--- src/design/s2mac_pkg.sv ---
// ----------------------------------------------------------------------------
// s2mac_pkg: shared types, constants and functions
// Round constants, initial hash values, sigma functions, FSM states.
// ----------------------------------------------------------------------------
package s2mac_pkg;

  localparam int unsigned BYTES_PER_ITEM = 8;
  localparam int unsigned LANE_BYTES = 8;
  localparam logic [3:0]  CNT_LIMIT =
    (BYTES_PER_ITEM < LANE_BYTES) ? 4'(BYTES_PER_ITEM) : 4'(LANE_BYTES);

  localparam logic REQ_START  = 1'b0;
  localparam logic REQ_ABSORB = 1'b1;

  typedef enum logic [1:0] {
    ST_IDLE,
    ST_ABSORB,
    ST_COMPRESS,
    ST_FINAL
  } back_state_t;

  typedef struct packed {
    logic        kind;
    logic [63:0] data;
    logic [3:0]  cnt;
  } qitem_t;

  localparam logic [63:0] K_TAB [80] = '{
    64'h428a2f98d728ae22, 64'h7137449123ef65cd, 64'hb5c0fbcfec4d3b2f, 64'he9b5dba58189dbbc,
    64'h3956c25bf348b538, 64'h59f111f1b605d019, 64'h923f82a4af194f9b, 64'hab1c5ed5da6d8118,
    64'hd807aa98a3030242, 64'h12835b0145706fbe, 64'h243185be4ee4b28c, 64'h550c7dc3d5ffb4e2,
    64'h72be5d74f27b896f, 64'h80deb1fe3b1696b1, 64'h9bdc06a725c71235, 64'hc19bf174cf692694,
    64'he49b69c19ef14ad2, 64'hefbe4786384f25e3, 64'h0fc19dc68b8cd5b5, 64'h240ca1cc77ac9c65,
    64'h2de92c6f592b0275, 64'h4a7484aa6ea6e483, 64'h5cb0a9dcbd41fbd4, 64'h76f988da831153b5,
    64'h983e5152ee66dfab, 64'ha831c66d2db43210, 64'hb00327c898fb213f, 64'hbf597fc7beef0ee4,
    64'hc6e00bf33da88fc2, 64'hd5a79147930aa725, 64'h06ca6351e003826f, 64'h142929670a0e6e70,
    64'h27b70a8546d22ffc, 64'h2e1b21385c26c926, 64'h4d2c6dfc5ac42aed, 64'h53380d139d95b3df,
    64'h650a73548baf63de, 64'h766a0abb3c77b2a8, 64'h81c2c92e47edaee6, 64'h92722c851482353b,
    64'ha2bfe8a14cf10364, 64'ha81a664bbc423001, 64'hc24b8b70d0f89791, 64'hc76c51a30654be30,
    64'hd192e819d6ef5218, 64'hd69906245565a910, 64'hf40e35855771202a, 64'h106aa07032bbd1b8,
    64'h19a4c116b8d2d0c8, 64'h1e376c085141ab53, 64'h2748774cdf8eeb99, 64'h34b0bcb5e19b48a8,
    64'h391c0cb3c5c95a63, 64'h4ed8aa4ae3418acb, 64'h5b9cca4f7763e373, 64'h682e6ff3d6b2b8a3,
    64'h748f82ee5defb2fc, 64'h78a5636f43172f60, 64'h84c87814a1f0ab72, 64'h8cc702081a6439ec,
    64'h90befffa23631e28, 64'ha4506cebde82bde9, 64'hbef9a3f7b2c67915, 64'hc67178f2e372532b,
    64'hca273eceea26619c, 64'hd186b8c721c0c207, 64'heada7dd6cde0eb1e, 64'hf57d4f7fee6ed178,
    64'h06f067aa72176fba, 64'h0a637dc5a2c898a6, 64'h113f9804bef90dae, 64'h1b710b35131c471b,
    64'h28db77f523047d84, 64'h32caab7b40c72493, 64'h3c9ebe0a15c9bebc, 64'h431d67c49c100d4c,
    64'h4cc5d4becb3e42b6, 64'h597f299cfc657e2a, 64'h5fcb6fab3ad6faec, 64'h6c44198c4a475817
  };

  localparam logic [63:0] IV_TAB [4][8] = '{
    '{64'hc1059ed8, 64'h367cd507, 64'h3070dd17, 64'hf70e5939,
      64'hffc00b31, 64'h68581511, 64'h64f98fa7, 64'hbefa4fa4},
    '{64'h6a09e667, 64'hbb67ae85, 64'h3c6ef372, 64'ha54ff53a,
      64'h510e527f, 64'h9b05688c, 64'h1f83d9ab, 64'h5be0cd19},
    '{64'hcbbb9d5dc1059ed8, 64'h629a292a367cd507, 64'h9159015a3070dd17, 64'h152fecd8f70e5939,
      64'h67332667ffc00b31, 64'h8eb44a8768581511, 64'hdb0c2e0d64f98fa7, 64'h47b5481dbefa4fa4},
    '{64'h6a09e667f3bcc908, 64'hbb67ae8584caa73b, 64'h3c6ef372fe94f82b, 64'ha54ff53a5f1d36f1,
      64'h510e527fade682d1, 64'h9b05688c2b3e6c1f, 64'h1f83d9abfb41bd6b, 64'h5be0cd19137e2179}
  };

  function automatic logic [63:0] ror64(input logic [63:0] x, input int unsigned n);
    return (x >> n) | (x << (64 - n));
  endfunction

  function automatic logic [31:0] ror32(input logic [31:0] x, input int unsigned n);
    return (x >> n) | (x << (32 - n));
  endfunction

  function automatic logic [63:0] ssig0(input logic [63:0] x, input logic wide);
    if (wide) return ror64(x, 1) ^ ror64(x, 8) ^ (x >> 7);
    return {32'h0, ror32(x[31:0], 7) ^ ror32(x[31:0], 18) ^ (x[31:0] >> 3)};
  endfunction

  function automatic logic [63:0] ssig1(input logic [63:0] x, input logic wide);
    if (wide) return ror64(x, 19) ^ ror64(x, 61) ^ (x >> 6);
    return {32'h0, ror32(x[31:0], 17) ^ ror32(x[31:0], 19) ^ (x[31:0] >> 10)};
  endfunction

  function automatic logic [63:0] bsig0(input logic [63:0] x, input logic wide);
    if (wide) return ror64(x, 28) ^ ror64(x, 34) ^ ror64(x, 39);
    return {32'h0, ror32(x[31:0], 2) ^ ror32(x[31:0], 13) ^ ror32(x[31:0], 22)};
  endfunction

  function automatic logic [63:0] bsig1(input logic [63:0] x, input logic wide);
    if (wide) return ror64(x, 14) ^ ror64(x, 18) ^ ror64(x, 41);
    return {32'h0, ror32(x[31:0], 6) ^ ror32(x[31:0], 11) ^ ror32(x[31:0], 25)};
  endfunction

endpackage

--- src/design/s2mac_front.sv ---
// ----------------------------------------------------------------------------
// s2mac_front: request intake
// Classifies each request, saturates its byte count, queues it (2 deep).
// ----------------------------------------------------------------------------
module s2mac_front import s2mac_pkg::*; (
  input  logic        clk,
  input  logic        rst_n,
  input  logic        in_valid,
  output logic        in_ready,
  input  logic        in_kind,
  input  logic [63:0] in_data,
  input  logic [3:0]  in_cnt,
  output logic        q_valid,
  output qitem_t      q_item,
  input  logic        q_pop
);

  qitem_t     mem_r [2];
  logic       wptr_r, wptr_nxt;
  logic       rptr_r, rptr_nxt;
  logic [1:0] fill_r, fill_nxt;
  logic       push;
  qitem_t     item;

  assign in_ready = (fill_r != 2'd2);
  assign push     = in_valid && in_ready;
  assign q_valid  = (fill_r != 2'd0);
  assign q_item   = mem_r[rptr_r];

  always_comb begin
    item.kind = in_kind;
    item.data = in_data;
    item.cnt  = (in_kind == REQ_ABSORB) ? ((in_cnt > CNT_LIMIT) ? CNT_LIMIT : in_cnt) : 4'd0;
    wptr_nxt  = push  ? ~wptr_r : wptr_r;
    rptr_nxt  = q_pop ? ~rptr_r : rptr_r;
    fill_nxt  = fill_r + {1'b0, push} - {1'b0, q_pop};
  end

  always_ff @(posedge clk) begin
    if (push) begin
      mem_r[wptr_r] <= item;
    end
  end

  always_ff @(posedge clk) begin
    if (!rst_n) begin
      wptr_r <= 1'b0;
      rptr_r <= 1'b0;
      fill_r <= 2'd0;
    end else begin
      wptr_r <= wptr_nxt;
      rptr_r <= rptr_nxt;
      fill_r <= fill_nxt;
    end
  end

endmodule

--- config.mk ---
export PLATFORM = sky130hd
export DESIGN_NAME = s2mac_front
export DESIGN_NICKNAME = d
export VERILOG_FILES = /design/src/design/s2mac_pkg.sv /design/src/design/s2mac_front.sv
export SDC_FILE = /design/constraint.sdc
export NUM_CORES = 1
export LEC_CHECK = 0
export CAP_MARGIN = 20
export CORE_ASPECT_RATIO = 0.7
export CORE_MARGIN = 8
export CORE_UTILIZATION = 50
export CTS_CLUSTER_DIAMETER = 200
export DETAILED_ROUTE_END_ITERATION = 6
export DONT_BUFFER_PORTS = 1
export GPL_ROUTABILITY_DRIVEN = 0
export PLACE_DENSITY = 0.65
export SETUP_SLACK_MARGIN = 0.05
export SYNTH_ARGS = -nofsm -noshare
export SYNTH_HDL_FRONTEND = slang
export SYNTH_SLANG_ARGS = --single-unit
--- constraint.sdc ---
create_clock -name clk -period 3.05 [get_ports clk]
set_input_delay 0.1525 -clock clk [delete_from_list [all_inputs] [get_ports clk]]
set_output_delay 0.1525 -clock clk [all_outputs]
set_load 0.01 [all_outputs]
==> summary.txt <==
Outcome
  • Status: finished, final reports clean

Cells and area
  • Share of layout cells above drive strength 1: about 31%
  • Most common cell after layout, fill and taps aside: edfxtp_1
  • Area taken by multi-input logic gates: 1010 µm²
  • FILL cells: about 700
  • Most frequent cells in the layout: 138 x edfxtp_1, 72 x dlygate4sd3_1, 59 x mux2_2
  • Non-filler cells, final: approximately 480
  • Post-route design area: between 6000 and 7000 µm²
  • Area Growth Syn to Fin: 26.5%
  • Reg area: roughly 4200 µm²
  • Diode count: 0
  • Final Net Count: between 400 and 500

Clocking
  • Root Buffer: clkbuf_16
  • Clock slew seen by the registers of the worst setup and hold paths: ~0.05 ns
  • Clock sink count: about 140
  • Hold Buf Count CTS: slightly above 70
  • H-tree levels: 4
  • Setup repair bufs after CTS: 0
  • CTS Buffer Depth: 2
  • Cts repair resizes: 0
  • Clock Latency Late Sink: 0.40 ns
  • CTS tree: done
  • CTS Buf Count: 17

Yosys
  • Syn avg cell area: between 20 and 25 µm²
  • Largest cells by area after synthesis: edfxtp_1 78%, mux2_2 12%, mux2_4 2.8%, dfxtp_1 1.9%, and2_1 0.82%
  • Cell taking the most area after synthesis: edfxtp_1
  • Ys Warns: 0
  • Post-synthesis cell count: around 250
  • Synth cell types: 26
  • Cell area after synthesis: 5320 µm²
  • Top-area cell type share of the netlist area: between 70% and 80%
  • Syn nets: about 320
  • Sequential area share after synthesis: between 70 and 80%
  • Seq cells post-synth: approximately 140

Timing
  • RSZ-0062 raised after global routing: false
  • Final Critical Period: approximately 2.1 ns
  • Hold slack: around 0.091 ns
  • Setup TNS: 0 ns
  • Final period utilization: about two thirds
  • FMAX: 0.485 GHz
  • Relative slew slack: 35.3%
  • Final Hold Viols: 0
  • Final setup fails: 0
  • Slew Limit Fails: 0
  • Slew @ Worst Pin: between 0.9 and 1 ns
  • Max Clock Skew: roughly 0.0045 ns

Route
  • WL met2: around 4800 µm
  • Via density: approximately 5.3
  • Total wire length: 10100 µm
  • M1 wire length: 4020 µm
  • Met3 WL: about 1200 µm
  • Drc violations: 0
  • Uppermost layer routed: met4
  • Via count: 2521
  • ANT nets after route: 0
  • Pre-antenna DRT Iters: 4
  • WL/cell: 21.1 µm
  • Iter 0 DRT Violations: 110

Die
  • Area of the core: between 10000 and 15000 µm²
  • Initial Util: roughly half
  • Die height: between 100 and 150 µm
  • IO Count: about 140
  • Cell row count: 31
  • Die footprint: about 14000 µm²
  • Die Span X: between 100 and 150 µm

Setup path
  • Startpoint types: register
  • Flop-to-flop setup slack: roughly 1.2 ns
  • Buf/Inv on CP: 0
  • RR Startpoint: fill_r[0]$_SDFF_PN0_
  • Critical Path RT: about 2.9 ns
  • CP delay by family, top: flip-flops
  • Slowest stage cell, crit path: dfxtp_4
  • Crit-path max FO: between 60 and 70
  • Cell Chain, Critical Path: mux2_2
  • Endpoint type of the worst setup path: output pin
  • Kind of critical path: register to output pin
  • Critical path data arrival time: between 1.5 and 2 ns
  • CP max stage delay: approximately 0.96 ns

Place
  • Cell Area, Placed: 5470 µm²
  • Placed cells: between 300 and 400
  • Port bufs: 0

Pwr
  • Peak supply drop: around 0.52 mV
  • Part of the power in the clock network: between 30% and 40%
  • Pleak: approximately 2.3 nW
  • Total power draw: approximately 4.8 mW
  • Comb power frac: approximately a tenth
  • Sw Ratio: ~23%
  • Int Pwr: around 3.7 mW
  • PD cells: ~710 nW/µm²
  • Seq pwr share: around 51%
  • NetSw: 1.08 mW

Global route
  • Largest net degree at the start of global routing: 70
  • Initial antenna violation count: 0
  • Total gr overflow: 0
  • GRT Util Overall: between 10 and 15%
  • Vias in the first global route: between 2000 and 3000
  • Global-route wire length before repair: between 15000 and 20000 µm

Job
  • Max cap viols: 0

Hold path
  • Type of the tightest min-delay check: primary input to register
  • Hold path start: rst_n
## registers in the layout, summed over array words and instances, names as in the netlist, named ones only
register,flops
fill_r,2
mem_r,138
wptr_r,1
rptr_r,1
## layer usage
| metal | vias to the layer above | global-route usage, % |
|---|---|---|
| li1 | 1149 | - |
| met1 | 1265 | 15.4 |
| met2 | 98 | 23.3 |
| met3 | 9 | 8.31 |
| met4 | 0 | 5.04 |
| met5 | - | 0 |
## layout make-up
cell class / instances / area share, %
Inverter: 2 / 0.112
Clock buffer: 22 / 7.05
Timing Repair Buffer: 75 / 11.2
Tap cell: 132 / 2.46
Sequential cell: 143 / 63.2
Multi-Input combinational cell: 95 / 15.0
Clock inverter: 10 / 0.986
## cells by family (layout without fill, tap and decap cells)
logic type / after synthesis / in the layout / share of synthesized area [%]
and+or+nand+nor: 17 / 17 / 1.98
adders and majority gates: 1 / 1 / 0.235
AOI/OAI and AO/OA: 5 / 5 / 0.847
xor gates and xnor gates: 2 / 2 / 0.329
DFF: 143 / 143 / 79.8
buffers and inverters: 10 / 109 / 1.32
muxes: 70 / 70 / 15.5
## per-stage QoR
step	worst slack, ns	util (%)
2_1_floorplan	0.328	-
6_report	0.990	65.0
3_5_place_dp	1.21	52.8
3_3_place_gp	1.23	52.8
5_1_grt	0.887	65.0
4_1_cts	0.951	65.0
## cell usage after synthesis
cell        n
edfxtp_1  138
mux2_2     59
mux2_4     10
and2_1      7
buf_2       5
dfxtp_1     5
buf_6       2
inv_1       2
nand2_1     2
nand3b_1    2
a211o_1     1
a211oi_1    1
a21bo_2     1
a21boi_0    1
a21boi_2    1
and3_1      1
buf_8       1
ha_1        1
mux2i_1     1
nand2b_1    1
nand3_1     1
nor2b_1     1
nor4b_1     1
or2_2       1
xnor2_1     1
xor2_1      1
## power by group through the flow
stage          Combinational [mW]  Clock (mW)  Sequential (mW)
6_report                    0.498        1.83             2.43
2_1_floorplan               0.363           0             2.43
4_1_cts                     0.504        1.87             2.43
5_1_grt                     0.529        1.97             2.45
3_3_place_gp                0.412           0             2.46
3_5_place_dp                0.413           0             2.47
## final timing paths
check | end | cells past startpoint
worst max-delay path | q_item[22] | 1
worst min-delay path | fill_r[1]$_SDFF_PN0_ | 3
worst max register to register | mem_r[1][24]$_DFFE_PP_ | 3
worst min register to register | register | 2
## worst min-delay path, delay by kind of cell
kind / cells / cell delay, ns
muxes: 1 / 0.14
AOI/OAI and AO/OA: 1 / 0.11
and+or+nand+nor: 1 / 0.06
(Power assumes the default switching activity.)
